--- src/hdl/tmc_pkg.sv ---
// Shared types and constants for the thermostat mode controller.
package tmc_pkg;

  // An invalid reading that lasts longer than this many milliseconds latches the error.
  localparam logic [31:0] INVALID_TIMEOUT_MS = 32'd30000;

  // Fan speed limit in percent.
  localparam logic [6:0] FAN_MAX = 7'd100;

  // Scale for dividing by 100: x / 100 == (x * 5243) >> 19 for all x below 43690.
  localparam logic [12:0] PWM_RECIP = 13'd5243;
  localparam int unsigned PWM_SHIFT = 19;

  // Operating modes. The codes six and seven have no meaning and keep the drive.
  typedef enum logic [2:0] {
    CTRL_OFF    = 3'd0,
    CTRL_AUTO   = 3'd1,
    CTRL_MANUAL = 3'd2,
    CTRL_HEAT   = 3'd3,
    CTRL_COOL   = 3'd4,
    CTRL_FAN    = 3'd5
  } mode_e;

  // Status codes as shown in the result word.
  typedef enum logic [2:0] {
    ST_IDLE  = 3'd0,
    ST_HEAT  = 3'd1,
    ST_COOL  = 3'd2,
    ST_FAN   = 3'd3,
    ST_ERROR = 3'd4
  } status_e;

  // Register indexes on the configuration port.
  typedef enum logic [2:0] {
    REG_MODE       = 3'd0,
    REG_TARGET     = 3'd1,
    REG_FAN_SPEED  = 3'd2,
    REG_DEADBAND   = 3'd3,
    REG_MIN_TEMP   = 3'd4,
    REG_MAX_TEMP   = 3'd5,
    REG_INTERVAL   = 3'd6,
    REG_BUZZER     = 3'd7
  } reg_e;

  // One sensor sample.
  typedef struct packed {
    logic [31:0]        now_ms;
    logic signed [11:0] temperature;
    logic               sensor_valid;
  } in_word_t;

  // One result word.
  typedef struct packed {
    logic       updated;
    logic       heat_on;
    logic       cool_on;
    logic [6:0] fan_percent;
    logic [7:0] fan_pwm;
    logic [2:0] status;
    logic       alarm;
  } out_word_t;

endpackage

--- src/hdl/thermostat_mode_controller.sv ---
// Deadband thermostat with mode select, sample interval gating and a safety latch.
//
//   channel   direction  handshake                 word
//   -------   ---------  ------------------------  ----------
//   in        sink       in_valid_i / in_stall_o   in_word_t
//   out       source     out_valid_o / out_stall_i out_word_t
//   config    APB        psel/penable/pwrite       32-bit data
//
// A word is held in the input register and then moves into the output register,
// and one word is taken every cycle while the result side is not stalled.
// All decisions for a word are made in the single stage between the two registers.
// Reset clears the control state and loads the register defaults; no clearing pass.
// A stalled output holds its word while the input register keeps the next one.
module thermostat_mode_controller
  import tmc_pkg::*;
(
  input  logic        clk_i,
  input  logic        rst_ni,
  // Sample channel
  input  logic        in_valid_i,
  output logic        in_stall_o,
  input  in_word_t    in_word_i,
  // Result channel
  output logic        out_valid_o,
  input  logic        out_stall_i,
  output out_word_t   out_word_o,
  // Configuration port
  input  logic        psel,
  input  logic        penable,
  input  logic        pwrite,
  input  logic [4:0]  paddr,
  input  logic [31:0] pwdata,
  output logic [31:0] prdata,
  output logic        pready
);

  // Configuration registers.
  logic [2:0]         mode_q;
  logic signed [11:0] target_q;
  logic [6:0]         fan_speed_q;
  logic [7:0]         deadband_q;
  logic signed [11:0] min_temp_q;
  logic signed [11:0] max_temp_q;
  logic [15:0]        interval_q;
  logic               buzzer_q;

  // Controller state.
  logic [31:0] last_used_q, last_used_d;
  logic [31:0] inv_since_q, inv_since_d;
  logic        inv_timing_q, inv_timing_d;
  logic        heat_q, heat_d;
  logic        cool_q, cool_d;
  logic [6:0]  fan_q, fan_d;
  status_e     status_q, status_d;

  // Pipeline registers.
  logic      in_valid_q;
  in_word_t  in_word_q;
  logic      out_valid_q, out_valid_d;
  out_word_t out_word_q, out_word_d;

  logic       advance;
  logic       cfg_wr;
  reg_e       cfg_idx;
  logic [6:0] fan_wr;

  // Fan duty from percent: pct * 255 / 100, truncated.
  function automatic logic [7:0] pwm_of(logic [6:0] pct);
    logic [14:0] scaled;
    logic [27:0] prod;
    scaled = {pct, 8'b0} - {8'b0, pct};
    prod   = 28'(scaled) * 28'(PWM_RECIP);
    return prod[PWM_SHIFT+7:PWM_SHIFT];
  endfunction

  // Configuration write and read decode; byte lanes within a register are ignored.
  assign pready  = 1'b1;
  assign cfg_wr  = psel & penable & pwrite;
  assign cfg_idx = reg_e'(paddr[4:2]);
  assign fan_wr  = (pwdata[6:0] > FAN_MAX) ? FAN_MAX : pwdata[6:0];

  always_comb begin
    unique case (cfg_idx)
      REG_MODE:      prdata = 32'(mode_q);
      REG_TARGET:    prdata = 32'(target_q);
      REG_FAN_SPEED: prdata = 32'(fan_speed_q);
      REG_DEADBAND:  prdata = 32'(deadband_q);
      REG_MIN_TEMP:  prdata = 32'(min_temp_q);
      REG_MAX_TEMP:  prdata = 32'(max_temp_q);
      REG_INTERVAL:  prdata = 32'(interval_q);
      REG_BUZZER:    prdata = 32'(buzzer_q);
      default:       prdata = '0;
    endcase
  end

  always_ff @(posedge clk_i or negedge rst_ni) begin
    if (!rst_ni) begin
      mode_q      <= CTRL_OFF;
      target_q    <= 12'sd352;
      fan_speed_q <= '0;
      deadband_q  <= 8'd16;
      min_temp_q  <= -12'sd640;
      max_temp_q  <= 12'sd1280;
      interval_q  <= 16'd1000;
      buzzer_q    <= 1'b0;
    end else if (cfg_wr) begin
      unique case (cfg_idx)
        REG_MODE:      mode_q      <= pwdata[2:0];
        REG_TARGET:    target_q    <= pwdata[11:0];
        REG_FAN_SPEED: fan_speed_q <= fan_wr;
        REG_DEADBAND:  deadband_q  <= pwdata[7:0];
        REG_MIN_TEMP:  min_temp_q  <= pwdata[11:0];
        REG_MAX_TEMP:  max_temp_q  <= pwdata[11:0];
        REG_INTERVAL:  interval_q  <= pwdata[15:0];
        REG_BUZZER:    buzzer_q    <= pwdata[0];
        default:       ;
      endcase
    end
  end

  // Handshake: the stage moves when the output register is free or being drained.
  assign advance     = in_valid_q & (~out_valid_q | ~out_stall_i);
  assign in_stall_o  = in_valid_q & ~advance;
  assign out_valid_o = out_valid_q;
  assign out_word_o  = out_word_q;

  // Decision logic for the word in the input register.
  logic               used;
  logic               new_err;
  logic               err_now;
  logic signed [11:0] temp;
  logic signed [11:0] tgt;
  logic signed [12:0] diff;
  logic signed [12:0] band;

  always_comb begin
    temp = in_word_q.temperature;
    used = (in_word_q.now_ms - last_used_q) >= 32'(interval_q);

    // Target clamp tests the low bound first, as the limits may be crossed.
    if (target_q < min_temp_q) begin
      tgt = min_temp_q;
    end else if (target_q > max_temp_q) begin
      tgt = max_temp_q;
    end else begin
      tgt = target_q;
    end
    diff = 13'(tgt) - 13'(temp);
    band = $signed({5'b0, deadband_q});

    last_used_d  = last_used_q;
    inv_since_d  = inv_since_q;
    inv_timing_d = inv_timing_q;
    heat_d       = heat_q;
    cool_d       = cool_q;
    fan_d        = fan_q;
    status_d     = status_q;
    new_err      = 1'b0;

    if (used) begin
      // Safety rules: invalid-data timeout and range check.
      if (!in_word_q.sensor_valid) begin
        if (!inv_timing_q) begin
          inv_timing_d = 1'b1;
          inv_since_d  = in_word_q.now_ms;
        end else if ((in_word_q.now_ms - inv_since_q) > INVALID_TIMEOUT_MS) begin
          new_err = 1'b1;
        end
      end else begin
        inv_timing_d = 1'b0;
        inv_since_d  = '0;
        new_err      = (temp < min_temp_q) | (temp > max_temp_q);
      end
      err_now = new_err | (status_q == ST_ERROR);

      if (err_now) begin
        heat_d   = 1'b0;
        cool_d   = 1'b0;
        fan_d    = '0;
        status_d = ST_ERROR;
      end else begin
        last_used_d = in_word_q.now_ms;
        unique case (mode_q)
          CTRL_OFF: begin
            heat_d   = 1'b0;
            cool_d   = 1'b0;
            fan_d    = '0;
            status_d = ST_IDLE;
          end
          CTRL_AUTO: begin
            // Deadband control; an invalid sample keeps the drive.
            if (in_word_q.sensor_valid) begin
              if (diff > band) begin
                heat_d   = 1'b1;
                cool_d   = 1'b0;
                fan_d    = fan_speed_q;
                status_d = ST_HEAT;
              end else if (diff < -band) begin
                heat_d   = 1'b0;
                cool_d   = 1'b1;
                fan_d    = fan_speed_q;
                status_d = ST_COOL;
              end else begin
                heat_d   = 1'b0;
                cool_d   = 1'b0;
                fan_d    = '0;
                status_d = ST_IDLE;
              end
            end
          end
          CTRL_HEAT: begin
            heat_d   = 1'b1;
            cool_d   = 1'b0;
            fan_d    = fan_speed_q;
            status_d = ST_HEAT;
          end
          CTRL_COOL: begin
            heat_d   = 1'b0;
            cool_d   = 1'b1;
            fan_d    = fan_speed_q;
            status_d = ST_COOL;
          end
          CTRL_FAN: begin
            heat_d   = 1'b0;
            cool_d   = 1'b0;
            fan_d    = fan_speed_q;
            status_d = ST_FAN;
          end
          default: ;  // Manual and unused codes keep the drive.
        endcase
      end
    end else begin
      err_now = 1'b0;
    end

    out_word_d.updated     = used;
    out_word_d.heat_on     = heat_d;
    out_word_d.cool_on     = cool_d;
    out_word_d.fan_percent = fan_d;
    out_word_d.fan_pwm     = pwm_of(fan_d);
    out_word_d.status      = status_d;
    out_word_d.alarm       = (status_d == ST_ERROR) & buzzer_q;

    // Output register is loaded on advance and emptied when taken.
    if (advance) begin
      out_valid_d = 1'b1;
    end else if (out_stall_i) begin
      out_valid_d = out_valid_q;
    end else begin
      out_valid_d = 1'b0;
    end
  end

  // Input register.
  always_ff @(posedge clk_i or negedge rst_ni) begin
    if (!rst_ni) begin
      in_valid_q <= 1'b0;
    end else if (!in_stall_o) begin
      in_valid_q <= in_valid_i;
    end
  end

  always_ff @(posedge clk_i) begin
    if (in_valid_i && !in_stall_o) begin
      in_word_q <= in_word_i;
    end
  end

  // Controller state and output valid.
  always_ff @(posedge clk_i or negedge rst_ni) begin
    if (!rst_ni) begin
      last_used_q  <= '0;
      inv_since_q  <= '0;
      inv_timing_q <= 1'b0;
      heat_q       <= 1'b0;
      cool_q       <= 1'b0;
      fan_q        <= '0;
      status_q     <= ST_IDLE;
      out_valid_q  <= 1'b0;
    end else begin
      out_valid_q <= out_valid_d;
      if (advance) begin
        last_used_q  <= last_used_d;
        inv_since_q  <= inv_since_d;
        inv_timing_q <= inv_timing_d;
        heat_q       <= heat_d;
        cool_q       <= cool_d;
        fan_q        <= fan_d;
        status_q     <= status_d;
      end
    end
  end

  // Output payload register.
  always_ff @(posedge clk_i) begin
    if (advance) begin
      out_word_q <= out_word_d;
    end
  end

endmodule

--- config.mk ---
export PLATFORM = sky130hd
export DESIGN_NAME = thermostat_mode_controller
export DESIGN_NICKNAME = d
export VERILOG_FILES = /design/src/hdl/tmc_pkg.sv /design/src/hdl/thermostat_mode_controller.sv
export SDC_FILE = /design/constraint.sdc
export NUM_CORES = 1
export LEC_CHECK = 0
export BUFFER_PORTS_ARGS = -buffer_cell sky130_fd_sc_hd__buf_2
export CORE_UTILIZATION = 41
export CTS_BUF_LIST = sky130_fd_sc_hd__clkbuf_4 sky130_fd_sc_hd__clkbuf_8
export DETAILED_ROUTE_END_ITERATION = 16
export HOLD_SLACK_MARGIN = 0.15
export SYNTH_ARGS = -nofsm -noshare
export SYNTH_HDL_FRONTEND = slang
export SYNTH_SLANG_ARGS = --single-unit
--- constraint.sdc ---
create_clock -name clk_i -period 14.2 [get_ports clk_i]
set_input_delay 0.71 -clock clk_i [delete_from_list [all_inputs] [get_ports clk_i]]
set_output_delay 0.71 -clock clk_i [all_outputs]
set_load 0.03 [all_outputs]
* After elaboration in Yosys (flattened, before gate mapping) *
Cells that the tools add are included.

cells by class
  add/sub/neg operators = 5
  multipliers = 1
  $lt $le $gt $ge = 9
  equality and inequality tests = 15
  multiplexer cells = 36
  bitwise gates (word level) = 12
  reductions and logical operators = 18

operators by type and width
  operator                                                                           count
  32-bit one-hot mux with 8 select lines                                             1
  32-bit 2-to-1 mux                                                                  2
  32-bit subtractor                                                                  2
  7-bit 2-to-1 mux                                                                   6
  32-bit by 16-bit >= comparator with 1-bit output                                   1
  32-bit by 15-bit greater-than comparator with 1-bit output, second input constant  1
  15-bit by 13-bit multiplier with 27-bit output, second input constant              1
  3-bit == test, second input constant                                               8
  12-bit greater-than comparator                                                     2
  12-bit < comparator                                                                2
  12-bit 2-to-1 mux                                                                  2
  7-bit one-hot mux with 3 select lines                                              1
  2-bit AND reduction                                                                9
  1-bit 2-to-1 mux                                                                   16
  3-bit one-hot mux with 5 select lines                                              1
  15-bit by 7-bit subtractor with 15-bit output                                      1
  13-bit by 9-bit greater-than comparator with 1-bit output                          1
  13-bit < comparator                                                                1
  8-bit negation with 13-bit output                                                  1
  12-bit by 12-bit subtractor with 13-bit output                                     1
  3-bit by 2-bit == test with 1-bit output, second input constant                    3
  3-bit 2-to-1 mux                                                                   3
  3-bit OR reduction                                                                 3
  7-bit greater-than comparator, second input constant                               1
  other kinds (11)                                                                   26

storage, ports and cells
  register bits = 217
  output and inout bits = 57
  word-level logic and storage cells = 123

* Longest topological paths before layout *
  depth after elaboration = 13
  mapped depth = 58

* Worst setup path after synthesis *
Ideal clock, no wire load.

  kind = reg-to-reg
  start point = register target_q[1]
  end point = register out_word_q, in the netlist out_word_o[11], data pin
  library setup time = 0.268 ns
  arrival = 12.332 ns
  data required time = 13.932 ns
  path slack = 1.600 ns
  cell stages (with the launch flop) = 54
  buffers on the path = 1
  clock period less this slack = 12.600 ns
  path through = dfrtp_1 ha_1 nor2b_1 o21a_1 o21a_1 o21a_1 o21a_1 o21a_1 o21a_1 o21ai_0 a221oi_1 a21oi_1 buf_1 mux2i_1 mux2i_1 ha_1 and2_1 o21ai_0 [18 not listed] fa_1 inv_1 ha_1 fa_1 fa_1 inv_1 fa_1 inv_1 ha_1 a2111oi_0 nand2_1 o221ai_1 a211oi_1 o31a_1 o221a_2 a21o_1 a21oi_1 xnor3_1

RTL lines
  element                 line                               text
  from (decl)             thermostat_mode_controller.sv:39   logic signed [11:0] target_q;
  from (signal assigned)  thermostat_mode_controller.sv:109  REG_TARGET: target_q <= pwdata[11:0];
  to (signal assigned)    thermostat_mode_controller.sv:297  out_word_q <= out_word_d;
  to (decl)               thermostat_mode_controller.sv:60   out_word_t out_word_q, out_word_d;

==> flow_metrics.tcl <==
set metrics [dict create \
    status "completed" \
    ys_ff_latch 217 \
    clk_pin_slew_worst_paths_ns 0.07 \
    grt.total_usage_pct 21.92 \
    vias 16850 \
    antenna_cells 0 \
    synth_cells 2235 \
    ant_nets 0 \
    core_area_um2 49050 \
    switchingPower_mw 1.474 \
    synth_common_cells "inv_1 (297), ha_1 (254), nand2_1 (177)" \
    synth_edf_count 67 \
    numPortBuffers 126 \
    synthTopCellsByArea "dfrtp_1 (16%), ha_1 (16%), edfxtp_1 (9.8%)" \
    die_y_um 225.4 \
    num_rows 81 \
    dr.pass1.iters 5 \
    cp_slowest_stage_delay_ns 0.55 \
    required_ns 14.55 \
    yosysMostFrequentCell "inv_1" \
    wl_per_cell_um 18.11 \
    cp_max_fo 12 \
    final_cells 3032 \
    post_cts_buffers 0 \
    routed_wl_mm 54.92 \
    drtIter0Drc 1062 \
    grt_remaining_overflow 0 \
    criticalPathCategory "flop to flop" \
    seq_area_frac_synth_pct 28.29 \
    yosys.area.top_type "dfrtp_1" \
    cts_sinks 217 \
    synth_warnings 0 \
    start_util_pct 41.70 \
    dpl.cell_count 2952 \
    fmax_mhz 75.36 \
    hold_viol 0 \
    syn-num-nets 2648 \
    cts-root-buf "clkbuf_8" \
    fin_skew_ns 0.02670 \
    cp-start-kind "flop" \
    setup_viol 0 \
    final_nets 2746 \
    grt_pass1_vias 16650 \
    vdd.ir_drop.worst_uv 102.9 \
    finalCritPeriodShare_pct 93.44 \
    ios 146 \
    synth_cell_types 110 \
    total_power_mw 3.390 \
    cts_htree_levels 2 \
    dieWidth_um 225.4 \
    maxSlewHeadroom_pct 24.52 \
    synth_ff_type "dfrtp_1" \
    postSynthAreaPerCell_um2 9.151 \
    comb_power_share_pct 54.4 \
    yosysTopAreaCellShare_pct 16.39 \
    synthArstFlopShare_pct 69.12 \
    p_seq_share_pct 25.5 \
    p_leak_nw 10.92 \
    cts_made_buffers 43 \
    grt_pass1_wl_mm 88.50 \
    tritoncts "done" \
    critPathSlowestCell "fa_1" \
    worstSetupEndpointType "flop" \
    drive_above_1_share_pct 15.63 \
    clock_tree.buffer_depth 3 \
    post-route-drc-count 0 \
    drt-vias-per-instance 5.557 \
    worst_skew_pair.late_latency_ns 0.62 \
    tightestPinTransition_ns 1.130 \
    slew_viol_final 0 \
    worst_ep_arrival_time_ns 13.61 \
    dieArea_um2 50780 \
    hold_buffers 0 \
    min_path_type "input port to async pin" \
    hpwlAfterDp_mm 43.33 \
    synthesis.area_um2 20450 \
    grt_max_degree 94 \
    min_period_ns 13.27 \
    power_density_nw_per_um2 150.1 \
    p_clk_share_pct 20.1 \
    antenna_found_initial 1 \
    maxCapViolCount 0 \
    ctsResizeCount 0 \
    internal_power_mw 1.916 \
    p_sw_share_pct 43.47 \
    area.growth.synth_to_final_pct 10.45 \
    place_congestion 0.9064 \
]
## power by group through the flow
stage | Sequential, mW | Clock (mW) | Combinational, mW
after detailed placement | 0.875 | 0 | 1.80
after global placement | 0.871 | 0 | 1.75
after floorplan | 0.843 | 0 | 1.41
after CTS | 0.865 | 0.704 | 1.81
after global routing | 0.877 | 0.732 | 2.06
final | 0.866 | 0.681 | 1.84
## cells by family (layout without fill, tap and decap cells)
| logic type | Yosys count | count (layout) | synth area share [%] |
|---|---|---|---|
| compound gates | 588 | 588 | 19.57 |
| flops | 217 | 217 | 28.29 |
| xor+xnor | 64 | 64 | 2.808 |
| mux | 108 | 108 | 5.915 |
| fa+ha+maj | 324 | 324 | 22.39 |
| simple gates | 545 | 545 | 13.37 |
| buf+inv | 388 | 521 | 7.641 |
| other cells | 1 | 1 | 0.01833 |
## metal layers
metal	share of wire, %	up-vias	GRT usage (%)
met5	0	-	0
met4	2.1	0	5.947
met3	5.1	79	2.725
met2	47	436	37.33
met1	45	8173	29.18
li1	-	8162	-
## cell type report
type / instances / area [µm²]
tap: 664 / 830.8
multi-input combinational: 1630 / 13180
clock inverter: 19 / 147.6
sequential: 217 / 5786
fill: 4791 / 26460
clock buffer: 61 / 777.0
inverter: 302 / 1134
timing repair buffer: 139 / 734.5
## cell usage in the layout, fill, tap and decap left out, types with 11 or more instances in the layout
cell type,Yosys,layout
inv_1,297,297
ha_1,254,254
nand2_1,177,177
o21ai_0,173,172
dfrtp_1,134,134
buf_2,12,125
a21oi_1,110,110
nor2_1,100,96
fa_1,70,70
edfxtp_1,67,67
nand3_1,67,66
mux2_2,64,64
clkbuf_8,0,51
a21o_1,44,44
xnor2_1,40,38
mux2i_1,38,38
nor3_1,38,35
o21a_1,33,32
o211ai_1,29,29
nand4_1,25,25
xor2_1,23,23
nor2b_1,20,20
or3_1,16,16
dfstp_2,16,16
nand2b_1,15,15
a211o_1,14,14
a211oi_1,14,14
buf_4,16,13
a31oi_1,12,12
and2_1,13,12
and3_1,12,12
nand3b_1,11,11
a221oi_1,12,11
## critical path, delay by kind of cell, from the launching register on
family / cells / cell delay, ns
AO/OA/AOI/OAI: 28 / 6.02
XOR/XNOR: 2 / 0.57
multiplexers: 2 / 0.26
buffers and inverters: 7 / 0.83
flip-flops: 1 / 0.40
AND/OR/NAND/NOR: 6 / 0.89
adder cells (fa/ha/maj): 11 / 4.00
## sequential cells by signal, summed over array words and instances, names as in the netlist, 3 cells and up
signal / count
min_temp_q: 12
status_q: 3
inv_since_q: 32
temp: 12
fan_q: 7
last_used_q: 32
in_word_q: 33
max_temp_q: 12
deadband_q: 8
out_word_o: 22
mode_q: 3
interval_q: 16
target_q: 12
fan_speed_q: 7
## path summary, 6_finish.rpt
| kind | start | endpoint | slack [ns] | cells past startpoint |
|---|---|---|---|---|
| worst max-delay path | max_temp_q[1]$_DFFE_PN0P_ | out_word_o[11]$_DFFE_PP_ | 0.93 | 56 |
| worst min-delay path | rst_ni | inv_since_q[25]$_DFFE_PN0P_ | 0.18 | 1 |
| worst max register to register | max_temp_q[1]$_DFFE_PN0P_ | out_word_o[11]$_DFFE_PP_ | 0.93 | 56 |
| worst min register to register | inv_timing_q$_DFFE_PN0P_ | inv_timing_q$_DFFE_PN0P_ | 0.47 | 2 |
| max in group asynchronous | rst_ni | min_temp_q[4]$_DFFE_PN0P_ | 12.70 | 2 |
| min in group clk_i | in_word_i[12] | temp[11]$_DFFE_PP_ | 0.28 | 1 |
## through the flow
step | hold WS [ns] | area, µm² | setup TNS, ns | setup slack [ns] | utilization, %
after CTS | 0.2069 | 22540 | 0 | 0.6059 | 45.96
after detailed placement | 0.4675 | 21620 | 0 | 0.6462 | 44.07
after global routing | 0.2531 | 22590 | -0.01925 | -0.01925 | 46.06
final | 0.1795 | 22590 | 0 | 0.9309 | 46.06
after floorplan | 0.4144 | 20450 | 0 | 1.600 | -
after global placement | 0.4609 | 21620 | 0 | 0.7529 | 44.07
No activity file was read; power rests on OpenSTA's default activity.
